===== config.mk =====
export PLATFORM = sky130hd
export DESIGN_NAME = rzt_serial_div
export DESIGN_NICKNAME = d
export VERILOG_FILES = /design/src/hdl/rzt_pkg.sv /design/src/hdl/rzt_serial_div.sv
export SDC_FILE = /design/constraint.sdc
export NUM_CORES = 1
export LEC_CHECK = 0
export BUFFER_PORTS_ARGS = -buffer_cell sky130_fd_sc_hd__buf_2
export CAP_MARGIN = 20
export CELL_PAD_IN_SITES_DETAIL_PLACEMENT = 1
export CELL_PAD_IN_SITES_GLOBAL_PLACEMENT = 1
export CORE_MARGIN = 5
export CORE_UTILIZATION = 46
export DETAILED_ROUTE_END_ITERATION = 8
export PLACE_DENSITY_LB_ADDON = 0.1
export SKIP_CTS_REPAIR_TIMING = 1
export SYNTH_ARGS = -nofsm -noshare
export SYNTH_HDL_FRONTEND = slang
export SYNTH_SLANG_ARGS = --single-unit

===== constraint.sdc =====
create_clock -name clk_i -period 3.2 [get_ports clk_i]
set_clock_uncertainty 0.15 [all_clocks]
set_input_delay 0.48 -clock clk_i [delete_from_list [all_inputs] [get_ports clk_i]]
set_output_delay 0.48 -clock clk_i [all_outputs]
set_load 0.005 [all_outputs]

===== src/hdl/rzt_pkg.sv =====
// Shared widths, constants and register indexes of the rolling z-score trader.
package rzt_pkg;

  localparam int unsigned PRICE_W    = 24;
  localparam int unsigned TIME_W     = 63;
  localparam int unsigned QTY_W      = 24;
  localparam int unsigned PROFIT_W   = 64;
  localparam int unsigned WLEN_W     = 9;
  localparam int unsigned THR_W      = 16;
  localparam int unsigned HOLD_W     = 32;
  localparam int unsigned NS_W       = 30;

  localparam int unsigned CFG_IDX_W  = 2;
  localparam int unsigned CFG_DATA_W = 32;

  localparam logic [CFG_IDX_W-1:0] CFG_WINDOW_LENGTH = 2'd0;
  localparam logic [CFG_IDX_W-1:0] CFG_ENTRY_THR     = 2'd1;
  localparam logic [CFG_IDX_W-1:0] CFG_EXIT_THR      = 2'd2;
  localparam logic [CFG_IDX_W-1:0] CFG_MAX_HOLD      = 2'd3;

  localparam logic [WLEN_W-1:0]  WINDOW_LENGTH_RST = 9'd20;
  localparam logic [THR_W-1:0]   ENTRY_THR_RST     = 16'd512;
  localparam logic [THR_W-1:0]   EXIT_THR_RST      = 16'd128;
  localparam logic [HOLD_W-1:0]  MAX_HOLD_RST      = 32'd60;

  localparam int unsigned MAX_WINDOW_DEF = 256;

  localparam logic [NS_W-1:0]    NS_PER_S   = 30'd1000000000;
  localparam logic [PRICE_W-1:0] QTY_BUDGET = 24'd10000000;

endpackage


===== src/hdl/rzt_serial_div.sv =====
// Restoring divider of the fixed share budget by the price, one quotient bit per cycle.
module rzt_serial_div (
  input  logic                         clk_i,
  input  logic                         rst_ni,
  input  logic                         start_i,
  input  logic [rzt_pkg::PRICE_W-1:0]  divisor_i,
  output logic                         done_o,
  output logic [rzt_pkg::QTY_W-1:0]    quot_o
);
  import rzt_pkg::*;
  localparam int unsigned CW = $clog2(PRICE_W + 1);

  logic [PRICE_W:0]   rem_q;
  logic [PRICE_W:0]   rem_sh;
  logic [PRICE_W-1:0] dvd_q, dvs_q;
  logic [QTY_W-1:0]   quot_q;
  logic [CW-1:0]      cnt_q;
  logic               busy_q, done_q;

  assign rem_sh = {rem_q[PRICE_W-1:0], dvd_q[PRICE_W-1]};

  always_ff @(posedge clk_i or negedge rst_ni) begin
    if (!rst_ni) begin
      rem_q  <= '0;
      dvd_q  <= '0;
      dvs_q  <= '0;
      quot_q <= '0;
      cnt_q  <= '0;
      busy_q <= 1'b0;
      done_q <= 1'b0;
    end else if (start_i) begin
      rem_q  <= '0;
      dvd_q  <= QTY_BUDGET;
      dvs_q  <= divisor_i;
      quot_q <= '0;
      cnt_q  <= CW'(PRICE_W);
      busy_q <= 1'b1;
      done_q <= 1'b0;
    end else if (busy_q) begin
      dvd_q <= dvd_q << 1;
      if (rem_sh >= {1'b0, dvs_q}) begin
        rem_q  <= rem_sh - {1'b0, dvs_q};
        quot_q <= {quot_q[QTY_W-2:0], 1'b1};
      end else begin
        rem_q  <= rem_sh;
        quot_q <= {quot_q[QTY_W-2:0], 1'b0};
      end
      cnt_q <= cnt_q - 1'b1;
      if (cnt_q == CW'(1)) begin
        busy_q <= 1'b0;
        done_q <= 1'b1;
      end
    end else begin
      done_q <= 1'b0;
    end
  end

  assign done_o = done_q;
  assign quot_o = quot_q;
endmodule


# Word-level counts from Yosys, hierarchy flattened
# Index checks and enable logic that the tools add are counted.
word_totals:
  ramBits: 0
  memories: 0
  regBits: 103
  wordCells: 29
  latch_bits: 0
  mem_bits_ro: 0
  in_bits: 27
  output_inout_bits: 25
op_classes:
  magnitude_cmp: 1
  add_sub_neg: 2
  reduce_logical: 1
  n_mux: 16
  n_mul: 0
  bitwise_logic: 0
  div: 0
  n_eq_ne: 2
  n_shift: 0
op_table:
  columns: ["cell", "count"]
  rows:
  - ["$mux W24", 7]
  - ["$ge A25 B24 Y1", 1]
  - ["$sub A24 B24 Y24", 1]
  - ["$mux W5", 2]
  - ["$mux W1", 7]
  - ["$eq A5 B1 Y1 const B", 1]
  - ["$sub A5 B1 Y5 const B", 1]
  - ["$ne A3 B2 Y1 const B", 1]
  - ["$reduce_bool A2 Y1", 1]

# Depth between registers and ports, before layout
logic_depth:
  depth_word: 4
  mapped_depth: 12
  mapped_depth_nobuf: 11

# Least setup slack after synthesis
# OpenSTA, ideal clock, no wires.
synth_timing:
  kind: "flip-flop to flip-flop"
  startpoint: "register rem_q[18]"
  endpoint: "register rem_q[17]"
  setup_time_ns: 0.130
  path_stages_with_launch: 10
  t_required_ns: 2.920
  arrival_ns: 2.598
  path_slack_ns: 0.322
  n_path_buf: 1
  synth_period_minus_slack_ns: 2.878
  cell_sequence: "dfrtp_1 -> ha_1 -> nand2_2 -> or4_4 -> or4_1 -> o21a_1 -> o21a_2 -> buf_2 -> a41oi_1 -> o31ai_1"
synth_between:
  elab_chain_cells: 4
synth_rtl:
  columns: ["element", "line", "source"]
  rows:
  - ["start, declared", "rzt_serial_div.sv:13", "logic [PRICE_W:0] rem_q;"]
  - ["start signal, assigned", "rzt_serial_div.sv:42", "rem_q <= rem_sh - {1'b0, dvs_q};"]
  - ["start signal, assigned", "rzt_serial_div.sv:45", "rem_q <= rem_sh;"]
  - ["$ge A25 B24 Y1", "rzt_serial_div.sv:41", "if (rem_sh >= {1'b0, dvs_q}) begin"]
  - ["$mux W24", "rzt_serial_div.sv:41", null]
  - ["$mux W24", "rzt_serial_div.sv:39", "end else if (busy_q) begin"]
  - ["$mux W24", "rzt_serial_div.sv:31", "end else if (start_i) begin"]
# No other way between the ends. The select of a mux whose other input is x is not followed.
# A chain may end at the register's enable or synchronous reset.

# Worst setup path after layout
layout_timing:
  startpoint: "register rem_q[22]"
  endpoint: "register rem_q[20]"
# Same word-level chain as after synthesis.

==> results_dict.tcl <==
set metrics [dict create \
    synth_xor_area_share_pct 3.62 \
    sw_frac_of_total_pct 39.0 \
    cts-buffers-inserted 9 \
    first_pass_iters 4 \
    synth_top_cell_by_area "dfrtp_1" \
    whs_ns 0.0565 \
    synth.avg_cell_area_um2 9.19 \
    rr_endpoint "rem_q[20]" \
    grt_pass1_wl_mm 22.6 \
    cts-htree-levels 3 \
    clockBufferDepth 2 \
    synthesis.nets 633 \
    setup_viol 0 \
    ys_warn_count 0 \
    rr_worst_depth 9 \
    tightest_slew_ns 1.08 \
    hpwl_mm 9.27 \
    syn_area_um2 5320 \
    power_switching_mw 1.83 \
    final_nets 687 \
    die-width_um 118 \
    drtIter0Drc 185 \
    cts_tree "built" \
    rsz0062_at_grt "false" \
    ff2ff_setup_slack_ns 0.13 \
    synth-main-ff-cell "dfrtp_1" \
    vias 4325 \
    power_density_nw_per_um2 758 \
    worstSetupEndpointType "register" \
    synth_top_family_by_area "compound AO/OA/AOI/OAI gates" \
    area_delta_synth_final_pct 16.2 \
    cts.sink_count 96 \
    status "finished, final reports clean" \
    critPathRequiredTime_ns 3.30 \
    die-height_um 118 \
    post-route-util_pct 54.4 \
    synth_top_area_share_pct 45.1 \
    io_pins 52 \
    irDropWorstVdd_v 0.000459 \
    route.detailed.drc 0 \
    clkTransAtPathRegs_ns 0.07 \
    criticalPathCategory "reg2reg" \
    synth_edf_count 0 \
    post_drt_wl_per_cell_um 17.4 \
    timing_hold_violations_final 0 \
    holdCritPathClass "in2async" \
    dp_cells 760 \
    r2r-start "rem_q[22]" \
    grt_usage_pct 19.7 \
    start_kind "register" \
    synthAdderAreaFrac_pct 6.49 \
    ys_types 59 \
    grt_start_max_net_pins 88 \
    final_layout_size_suffix_gt1_share_pct 18.1 \
    place_congestion 0.836 \
    instances_no_fill 780 \
    synth_area_leaders "dfrtp_1, mux2i_1, nand2_1, ha_1, nor2_1" \
    maxSlewViolCount 0 \
    max_cap_viol_count 0 \
    portBuffers 51 \
    core.rowCount 39 \
    synth_simple_gate_area_share_pct 16.0 \
    gr-total-overflow 0 \
    synth_mux_area_share_pct 7.36 \
    sequentialPowerShare_pct 32.4 \
    dieArea_um2 13800 \
    vias_per_cell 5.54 \
    crit_fanout 8 \
    cp.arrival_ns 3.17 \
    drt_wl_total_mm 13.6 \
    async_flop_share_pct 100 \
    initial_core_util_pct 46.8 \
    synth_cells 579 \
    p_leak_nw 3.26 \
    diodes 0 \
    combPwrFrac_pct 46.3 \
    yosys_register_bits 96 \
    clk_latency_ns 0.35 \
    ant_nets 0 \
    yosys-top-cells-count "dfrtp_1, nand2_1, nor2_1" \
    grt_pass1_vias 4588 \
    pwr-share-clk_pct 21.3 \
    antenna_found_initial 0 \
    clockRootBuffer "clkbuf_16" \
    max_freq_ghz 0.326 \
    fin_crit_ns 3.07 \
    synth-compound-area-share_pct 16.3 \
    fin_crit_sh_pct 95.8 \
    yosys.cell_count.top_type "dfrtp_1" \
    p_int_mw 2.86 \
    slew_headroom_pct 27.9 \
    ys_seq_area_share_pct 45.1 \
    core_um2 11400 \
]
-- cell families after synthesis --
family                     after synthesis
DFF                                     96
AOI/OAI and AO/OA                      130
adders and majority gates               27
muxes                                   39
and+or+nand+nor                        198
buffers and inverters                   67
xor gates and xnor gates                22
-- stage by stage --
| stage | power (mW) | setup TNS [ns] | worst slack (ns) | instance area [um2] |
|---|---|---|---|---|
| after floorplan | 2.94 | 0 | 0.322 | 5320 |
| after global placement | 3.41 | 0 | 0.0649 | 5770 |
| after detailed placement | 3.48 | -0.507 | -0.0721 | 5770 |
| after CTS | 4.51 | -0.706 | -0.0926 | 6030 |
| after global routing | 5.03 | 0 | 0.0215 | 6180 |
| final | 4.69 | 0 | 0.134 | 6180 |
-- power groups by stage --
stage               clock (mW)  sequential [mW]  combinational (mW)
floorplan                    0             1.49                1.45
CTS                       1.03             1.51                1.96
finish                    1.00             1.52                2.17
global placement             0             1.52                1.89
detailed placement           0             1.54                1.95
global route              1.09             1.54                2.40
-- layer usage --
layer | GRT usage (%) | vias up | wire length [um]
met3 | 3.41 | 16 | 445
met4 | 7.96 | 0 | 255
met1 | 24.2 | 2154 | 6000
met2 | 34.1 | 51 | 6900
li1 | - | 2104 | -
met5 | 0 | - | 0
-- worst max-delay path by stage --
stage,cells after the start,slack (ns),start,to
after floorplan,9,0.32,rem_q[18],rem_q[17]
after global placement,9,0.06,rem_q[19],rem_q[12]
after detailed placement,9,-0.07,rem_q[19],rem_q[5]
after CTS,9,-0.09,rem_q[19],rem_q[7]
after global routing,9,0.02,rem_q[22],rem_q[7]
final,9,0.13,rem_q[22],rem_q[20]
-- cell type report --
cell class | instances | area, um2
Fill cell | 1339 | 5180
Multi-Input combinational cell | 417 | 2760
Sequential cell | 96 | 2410
Timing Repair Buffer | 74 | 444
Clock buffer | 10 | 229
Tap cell | 143 | 179
Inverter | 35 | 131
Clock inverter | 5 | 33.8
-- cell usage in the layout, fill, tap and decap left out, drive strengths merged, types with 3 or more instances in the layout --
master and n:
and2 3, o31ai 3, xnor2 17, a31oi 3, nor2 67, ha 26
a311oi 21, a21o 9, nor3 3, or2 3, inv 36, nand2 93
xor2 5, nand3 5, mux2i 38, buf 74, a21oi 24, nor2b 3
o21a 5, a211oi 3, o21ai 42, nand2b 3, and3 3, clkbuf 10
dfrtp 96
-- critical path, stage by stage, from the launching register on --
cell and delay (ns):
dfrtp_1 0.39, ha_1 0.32, inv_1 0.08, or4_4 0.54, or4_1 0.54, o21a_2 0.26, o21ai_4 0.16, buf_4 0.18
nand3_1 0.08, a311oi_2 0.26
-- state kept, by name (all words and copies together), names as in the netlist --
register and cells:
dvs_q 24, quot_o 24, rem_q 24, dvd_q 17, cnt_q 5, busy_q 1
done_o 1
Note: power is estimated with default switching activity, not from simulation.
