## src/hdl/rzt_serial_mul.sv

```systemverilog
// Bit-serial shift-and-add multiplier, one multiplier bit per cycle.
module rzt_serial_mul #(
  parameter int unsigned AW = 64,
  parameter int unsigned BW = 32,
  parameter int unsigned NW = $clog2(BW + 1)
) (
  input  logic               clk_i,
  input  logic               rst_ni,
  input  logic               start_i,
  input  logic [AW-1:0]      a_i,
  input  logic [BW-1:0]      b_i,
  input  logic [NW-1:0]      nbits_i,
  output logic               done_o,
  output logic [AW+BW-1:0]   p_o
);
  logic [AW+BW-1:0] a_q, acc_q;
  logic [BW-1:0]    b_q;
  logic [NW-1:0]    cnt_q;
  logic             busy_q, done_q;

  always_ff @(posedge clk_i or negedge rst_ni) begin
    if (!rst_ni) begin
      a_q    <= '0;
      acc_q  <= '0;
      b_q    <= '0;
      cnt_q  <= '0;
      busy_q <= 1'b0;
      done_q <= 1'b0;
    end else if (start_i) begin
      a_q    <= (AW + BW)'(a_i);
      b_q    <= b_i;
      acc_q  <= '0;
      cnt_q  <= nbits_i;
      busy_q <= 1'b1;
      done_q <= 1'b0;
    end else if (busy_q) begin
      if (b_q[0]) begin
        acc_q <= acc_q + a_q;
      end
      a_q   <= a_q << 1;
      b_q   <= b_q >> 1;
      cnt_q <= cnt_q - 1'b1;
      if (cnt_q == NW'(1)) begin
        busy_q <= 1'b0;
        done_q <= 1'b1;
      end
    end else begin
      done_q <= 1'b0;
    end
  end

  assign done_o = done_q;
  assign p_o    = acc_q;
endmodule

```

## config.mk

```make
export PLATFORM = sky130hd
export DESIGN_NAME = rzt_serial_mul
export DESIGN_NICKNAME = d
export VERILOG_FILES = /design/src/hdl/rzt_serial_mul.sv
export SDC_FILE = /design/constraint.sdc
export NUM_CORES = 1
export LEC_CHECK = 0
export BUFFER_PORTS_ARGS = -buffer_cell sky130_fd_sc_hd__clkbuf_2
export CAP_MARGIN = 10
export CELL_PAD_IN_SITES_DETAIL_PLACEMENT = 1
export CELL_PAD_IN_SITES_GLOBAL_PLACEMENT = 1
export CORE_ASPECT_RATIO = 1.75
export CORE_UTILIZATION = 48
export CTS_CLUSTER_SIZE = 12
export DETAILED_ROUTE_END_ITERATION = 10
export PLACE_DENSITY = 0.95
export SYNTH_ARGS = -nofsm -noshare
export SYNTH_HDL_FRONTEND = slang
export SYNTH_SLANG_ARGS = --single-unit
```

## constraint.sdc

```tcl
create_clock -name clk_i -period 8.2 [get_ports clk_i]
set_input_delay 1.23 -clock clk_i [delete_from_list [all_inputs] [get_ports clk_i]]
set_output_delay 1.23 -clock clk_i [all_outputs]
set_load 0.1 [all_outputs]
```

======== After elaboration in Yosys (flattened, before gate mapping) ========
Index checks and enable logic that the tools add are counted.
Widths: inputs -> output; s select.
storage, ports and cells
  output and inout port bits .............. 97
  word-level logic and storage cells ...... 28
  bits of input ports ..................... 105
  register bits ........................... 232
operators by class
  reduce and logical (&&, ||, !) cells .... 3
  muxes and demuxes ....................... 15
  eq/ne operators ......................... 2
  $add $sub $neg .......................... 2
operators with widths
  kind                 number
  $mux 96              5
  $add 96x96->96       1
  $mux 32              2
  $mux 6               2
  $eq 6x1->1 const B   1
  $mux 1               6
  $sub 6x1->6 const B  1
  $reduce_bool 2->1    2
  $ne 3x2->1 const B   1
  $reduce_and 2->1     1

======== Depth between registers and ports, before layout ========
Gate-level depths: netlist of run 1.
  word-level depth ........................ 4
  mapped depth ............................ 14
  mapped depth without buffers ............ 14

======== Least setup slack after synthesis of run 1 ========
No wires, ideal clock.
  path type ............................... register to register
  start point ............................. register acc_q[3], in the netlist p_o[3]
  end point ............................... register acc_q[93], in the netlist p_o[93]
  period minus slack after synthesis ...... 3.945 ns
  arrival ................................. 3.819 ns
  setup time .............................. 0.126 ns
  path buffers ............................ 0
  required time ........................... 8.074 ns
  cell stages (with the launch flop) ...... 14
  path slack .............................. 4.255 ns
  cell sequence ........................... dfrtp_1 ha_1 a21o_1 a21oi_1 a21oi_2 o31ai_2 o21ai_4 a31oi_1 o41a_1 o21ai_2 a41o_2 a31oi_1 o21ai_0 a221o_1
between the ends
  longest elaborated chain between the ends .. 4
RTL lines
  item                      RTL line  RTL
  start: declaration        16        logic [AW+BW-1:0] a_q, acc_q;
  start signal: assignment  38        acc_q <= acc_q + a_q;
  $add 96x96->96            38
  $mux 96                   37        if (b_q[0]) begin
  $mux 96                   36        end else if (busy_q) begin
  $mux 96                   29        end else if (start_i) begin
No other way between the ends. The select of a mux whose other input is x is not followed.
A chain may end at the register's enable or synchronous reset.

======== Worst setup path after layout of run 1 ========
  start point ............................. register acc_q[0], in the netlist p_o[0]
  end point ............................... register acc_q[84], in the netlist p_o[84]
The elaborated chain is that of the path after synthesis.

==> results of run 1 <==
[cells in the mapped netlist (all sizes together) (19+ instances only)]
| cell type | count |
|---|---|
| a21o | 49 |
| xor2 | 34 |
| dfrtp | 232 |
| nand2 | 322 |
| ha | 97 |
| nor2 | 121 |
| clkbuf | 99 |
| o21ai | 196 |
| nand4 | 33 |
| inv | 23 |
| xnor2 | 50 |
| a21oi | 172 |
| mux2i | 128 |
| nand3 | 21 |
| o21bai | 19 |
| nor3 | 24 |
[registers in the layout (all words and copies together) (netlist names)]
signal,count
b_q,32
done_o,1
cnt_q,6
busy_q,1
a_q,96
p_o,96
[cell type report]
class,count,area [sq um]
fill,3809,14200
multi-input combinational,1450,9090
sequential,232,5810
timing repair buffer,210,1090
clock buffer,35,683
tap,396,495
inverter,23,86.3
clock inverter,7,66.3
[layer usage]
metal | global-route usage [%] | part of all wire (%) | vias up
met4 | 20.7 | 6.5 | 2
li1 | - | - | 6706
met2 | 60.6 | 54 | 435
met3 | 5.24 | 4.4 | 225
met1 | 32.1 | 35 | 7093
met5 | 0 | 0.021 | -
[critical path, delay by kind of cell, from the launching register on]
family                     cells  cell delay (ns)
adders and majority gates      2             0.67
DFF                            1             0.41
AOI/OAI and AO/OA             11             2.96
and+or+nand+nor                1             0.10
[placed cells by master (no fill, tap or decap), types with 49 or more instances in the layout]
master | netlist | routed
clkbuf_2 | 0 | 199
o21ai_0 | 183 | 183
a21oi_1 | 171 | 171
xnor2_1 | 50 | 50
dfrtp_1 | 232 | 231
nand2_1 | 322 | 321
mux2i_1 | 128 | 128
a21o_1 | 49 | 49
nor2_1 | 121 | 120
ha_1 | 97 | 97
[per-stage QoR]
stage / util (%) / instances / instance area (sq um) / power [mW] / hold slack, ns
detailed placement: 52.6 / 2311 / 16600 / 2.74 / 0.512
finish: 54.9 / 2353 / 17300 / 3.85 / 0.534
CTS: 54.9 / 2353 / 17300 / 3.86 / 0.527
global route: 54.9 / 2353 / 17300 / 4.01 / 0.567
floorplan: - / 1811 / 15400 / 2.38 / 0.513
global placement: 52.6 / 2311 / 16600 / 2.69 / 0.493
[cell families after synthesis]
family / Yosys count / synth area share (%)
buffers and inverters: 129 / 3.15
flip-flops: 232 / 37.8
AND/OR/NAND/NOR: 593 / 16.8
AO/OA/AOI/OAI: 546 / 21.1
multiplexers: 129 / 8.41
XOR/XNOR: 84 / 4.79
adder cells (fa/ha/maj): 98 / 8.03
[worst max-delay path by stage]
stage | from | cells after the start | end | slack [ns]
6_report | p_o[0]$_DFFE_PN0P_ | 14 | p_o[84]$_DFFE_PN0P_ | 3.98
5_1_grt | a_q[0]$_DFFE_PN0P_ | 14 | p_o[90]$_DFFE_PN0P_ | 3.66
4_1_cts | p_o[0]$_DFFE_PN0P_ | 14 | p_o[84]$_DFFE_PN0P_ | 4.02
3_5_place_dp | p_o[0]$_DFFE_PN0P_ | 14 | p_o[84]$_DFFE_PN0P_ | 4.06
3_3_place_gp | p_o[3]$_DFFE_PN0P_ | 13 | p_o[93]$_DFFE_PN0P_ | 4.26
2_1_floorplan | p_o[3]$_DFFE_PN0P_ | 13 | p_o[93]$_DFFE_PN0P_ | 4.25
[power by group through the flow]
stage          clock [mW]  combinational (mW)  sequential (mW)
2_1_floorplan           0               0.671             1.71
3_3_place_gp            0                1.32             1.37
3_5_place_dp            0                1.36             1.38
4_1_cts              1.12                1.38             1.36
5_1_grt              1.15                1.49             1.37
6_report             1.10                1.38             1.36
==> run metrics, run 1 <==
width of the die 137 um; Post-CTS Setup Inserts 0; Endpoint, Worst Hold p_o[50]$_DFFE_PN0P_; relative slew slack 25.8%; global placement routability congestion ~0.94; clk slew on worst S/H paths approximately 0.07 ns; worst-skew pair later-pin latency 0.56 ns; Hold Path Stages 2; worst vdd ir between 0.2 and 0.25 mV; CTS max path bufs 3; Hold WC Path Type reg -> reg; Area growth syn-to-layout 12.7%; Final HPWL DP 37.3 mm; wire length of the first global-routing pass about 82 mm; Critical Path Max Stage Delay 0.64 ns; die area 32800 sq um; Yosys top cell area share 37.8%; worst reg2reg setup slack 3.98 ns; setup ws final 3.98 ns; number of DRC markers in iteration 0 about 530; DR vias/cell 6.15; switching power 1.61 mW; ANT cells 0; grt ovf 0; type of destination of the critical path flop; height of the die 239 um; hold path start p_o[50]$_DFFE_PN0P_; worst r2r src p_o[0]$_DFFE_PN0P_; final hold viol count 0; Final ANT Viol Nets 0; DRC 0; final setup violation count 0; post-synthesis cell area 15400 sq um; top cells by area, synth dfrtp_1, mux2i_1, ha_1, nand2_1, o21ai_0; row cnt 86; Net Sw Frac 41.9%; Starting Density 48.8%; CTS Sinks ~230; # IOs 202; Seq cells post-synth about 230; Reg power frac between 30 and 40%; Ys Warns 0; fmax 237 MHz; Power per Cell Area 222 nW/um^2; unrepaired setup endpoints after global routing no; register area share after synthesis between 30% and 40%; crit path cell chain ha_1, fa_1, a21oi_1, o21ai_0, a31oi_1, o21a_1, nor4_1, o2111a_1, o31ai_1, o21a_1, o21ai_1, a31oi_1, o2111ai_1, o211ai_1; largest net degree at the start of global routing between 100 and 150; Reg2Reg Depth 14; worst slew pin tran 1.11 ns; fin. max-slew vios 0; root buffer cell clkbuf_16; synth unique cells 63; skew final between 0.01 and 0.015 ns; Core ar. 31500 sq um; required time of the critical path roughly 8.7 ns; internal power 2.24 mW; combinational share of power ~36%; # port buffers around 200; hold_buf cts 0; Mean Syn Cell Area 8.49 sq um; post-synthesis cell count about 1800; Nets 2145; CTS HTree Levels 1; WL per Instance 21.8 um; TritonCTS clock tree built; fin crit period 4.22 ns; vias in the first global route 16000; routed wire length 51.4 mm; Tcrit/Tclk final 51.5%; leak pwr 8.94 nW; ys async rst share between 90% and 100%; post-cts resize count 0; CP Class reg -> reg; worst r2r dst p_o[84]$_DFFE_PN0P_; DR vias around 14000; Max FO, Critical Path 4; CP startpoint kind flop; total of max-cap violations 0; clock network fraction of total power 28.6%; Critical Path AT 4.68 ns; Tot GR Track Use between 30% and 40%; EDFF count, synth 0; setup tns final 0 ns; ys flop type dfrtp_1; Yosys top cell by area dfrtp_1; outcome complete, no violations; pre-CTS setup slack between 4 and 5 ns; Inserted Clock Buffers 25; Initial DRT Pass Iterations 5; initial antenna violation count 1; layout cells sized above 1 13.6%; Syn Nets 2014; Worst path slowest cell o31ai_1
No activity file was read; power rests on OpenSTA's default activity.
==> run 2, diff against run 1 <==
CORE_UTILIZATION = 44   (was 48)
PLACE_DENSITY = 0.9   (was 0.95)
clock period = 4.16 ns   (was 8.2 ns; I/O delays follow)
==> run metrics, run 2 (synthesized netlist as in run 1, its figures left out) <==
vias in the first global route around 16000; non-filler cells, final between 2000 and 2500; Tot GR Track Use 29.4%; skew final between 0.02 and 0.03 ns; Worst path slowest cell o41a_1; Tcrit/Tclk final 94.7%; multi-input logic area 9120 sq um; global placement routability congestion 0.928; placed cells ~2400; Hold WC Path Type in -> reg; outcome complete, no violations; CTS HTree Levels 1; Critical Path AT 4.40 ns; crit path launch p_o[4]$_DFFE_PN0P_; crit path cell chain ha_1, nand2_1, or3b_4, a21oi_2, o31ai_2, o21ai_4, a31oi_2, o41a_1, o21ai_2, a41o_2, a31oi_2, o2111a_1, a221o_1; final hold viol count 0; required time of the critical path 4.62 ns; Critical Path Max Stage Delay around 0.5 ns; TritonCTS clock tree built; CTS max path bufs 3; width of the die around 140 um; worst slew pin tran roughly 0.95 ns; CP startpoint kind flop; worst vdd ir 0.406 mV; fmax ~250 MHz; number of DRC markers in iteration 0 about 480; ANT cells 0; most frequent cell on the critical path a31oi_2; Max FO, Critical Path 5; switching power roughly 3.2 mW; Post-CTS Setup Inserts 0; Sequential Area 5810 sq um; layout cells sized above 1 14.3%; grt ovf 0; Nets about 2200; CTS Sinks 232; hold path start b_i[24]; clock network fraction of total power 29.6%; Net Sw Frac 41.3%; Final ANT Viol Nets 0; # port buffers 201; row cnt 90; relative slew slack approximately 37%; die area 35700 sq um; root buffer cell clkbuf_16; worst r2r src p_o[4]$_DFFE_PN0P_; clk slew on worst S/H paths 0.06 ns; Area growth syn-to-layout 14.2%; DR vias/cell 5.96; fin. max-slew vios 0; initial antenna violation count 2; Starting Density 44.6%; placed inst area 16700 sq um; Inserted Clock Buffers 25; height of the die 249 um; fillcell total approximately 4200; Power per Cell Area 439 nW/um^2; Core ar. 34500 sq um; Final HPWL DP 38.2 mm; DRC 0; total of max-cap violations 0; # IOs 202; WL per Instance 21.2 um; commonest non-fill, non-tap cell in the layout nand2_1; Reg power frac 34.8%; internal power 4.53 mW; DR vias 14400; Design Area, Final 17600 sq um; largest net degree at the start of global routing between 150 and 200; combinational share of power 35.7%; CP Class reg -> reg; wire length of the first global-routing pass slightly above 80 mm; fin crit period 3.94 ns; routed wire length a little over 50 mm; leak pwr 9.01 nW; final setup violation count 0; most frequent cells in the layout nand2_1, dfrtp_1, clkbuf_2, o21ai_0, a21oi_1; Initial DRT Pass Iterations 5; worst-skew pair later-pin latency 0.58 ns; type of destination of the critical path flop
run 2: timing repair:
item                                    in CTS  in global routing
gates resized for setup                      0                  7
hold buffers                                 1                  0
endpoints found under the hold margin       16                  0
endpoints found under the setup margin       0                  5
run 2: critical path, delay by kind of cell, from the launching register on:
| kind | cells | cell delay, ns |
|---|---|---|
| flip-flops | 1 | 0.41 |
| AND/OR/NAND/NOR | 2 | 0.52 |
| adder cells (fa/ha/maj) | 1 | 0.41 |
| AO/OA/AOI/OAI | 10 | 2.49 |
run 2: metrics by stage:
stage,total power [mW],setup TNS (ns),hold slack [ns],util [%],setup WS [ns]
2_1_floorplan,4.69,0,0.328,-,0.215
3_3_place_gp,5.33,0,0.495,48.5,0.275
3_5_place_dp,5.43,0,0.508,48.5,0.155
4_1_cts,7.74,0,0.242,50.9,0.134
5_1_grt,8.04,-0.0265,0.270,51.0,-0.0265
6_report,7.72,0,0.257,51.0,0.222
run 2: worst paths after layout:
path,end,slack (ns),cells past startpoint
max,p_o[93]$_DFFE_PN0P_,0.22,13
min,b_q[24]$_DFFE_PN0P_,0.26,3
max reg2reg,p_o[93]$_DFFE_PN0P_,0.22,13
min reg2reg,p_o[20]$_DFFE_PN0P_,0.52,2
max in group asynchronous,a_q[42]$_DFFE_PN0P_,2.44,3
min in group asynchronous,a_q[78]$_DFFE_PN0P_,0.57,2
run 2: power by group through the flow:
stage	Sequential, mW	Clock (mW)	Combinational (mW)
global placement	2.70	0	2.63
detailed placement	2.72	0	2.71
floorplan	3.37	0	1.32
finish	2.68	2.28	2.75
CTS	2.68	2.32	2.74
global route	2.70	2.38	2.96
run 2: layout make-up:
cell class | instances | share of cell area, %
Sequential cell | 232 | 33.1
Clock buffer | 33 | 4.02
Multi-Input combinational cell | 1450 | 51.9
Tap cell | 460 | 3.28
Inverter | 23 | 0.492
Clock inverter | 6 | 0.556
Timing Repair Buffer | 218 | 6.65
run 2: per-layer routing:
| layer | GRT usage [%] | vias to the layer above | wire length (um) |
|---|---|---|---|
| li1 | - | 6704 | - |
| met1 | 29.2 | 7066 | 18100 |
| met2 | 54.0 | 440 | 27300 |
| met3 | 4.61 | 228 | 2150 |
| met4 | 21.3 | 4 | 3790 |
| met5 | 0 | - | 24 |
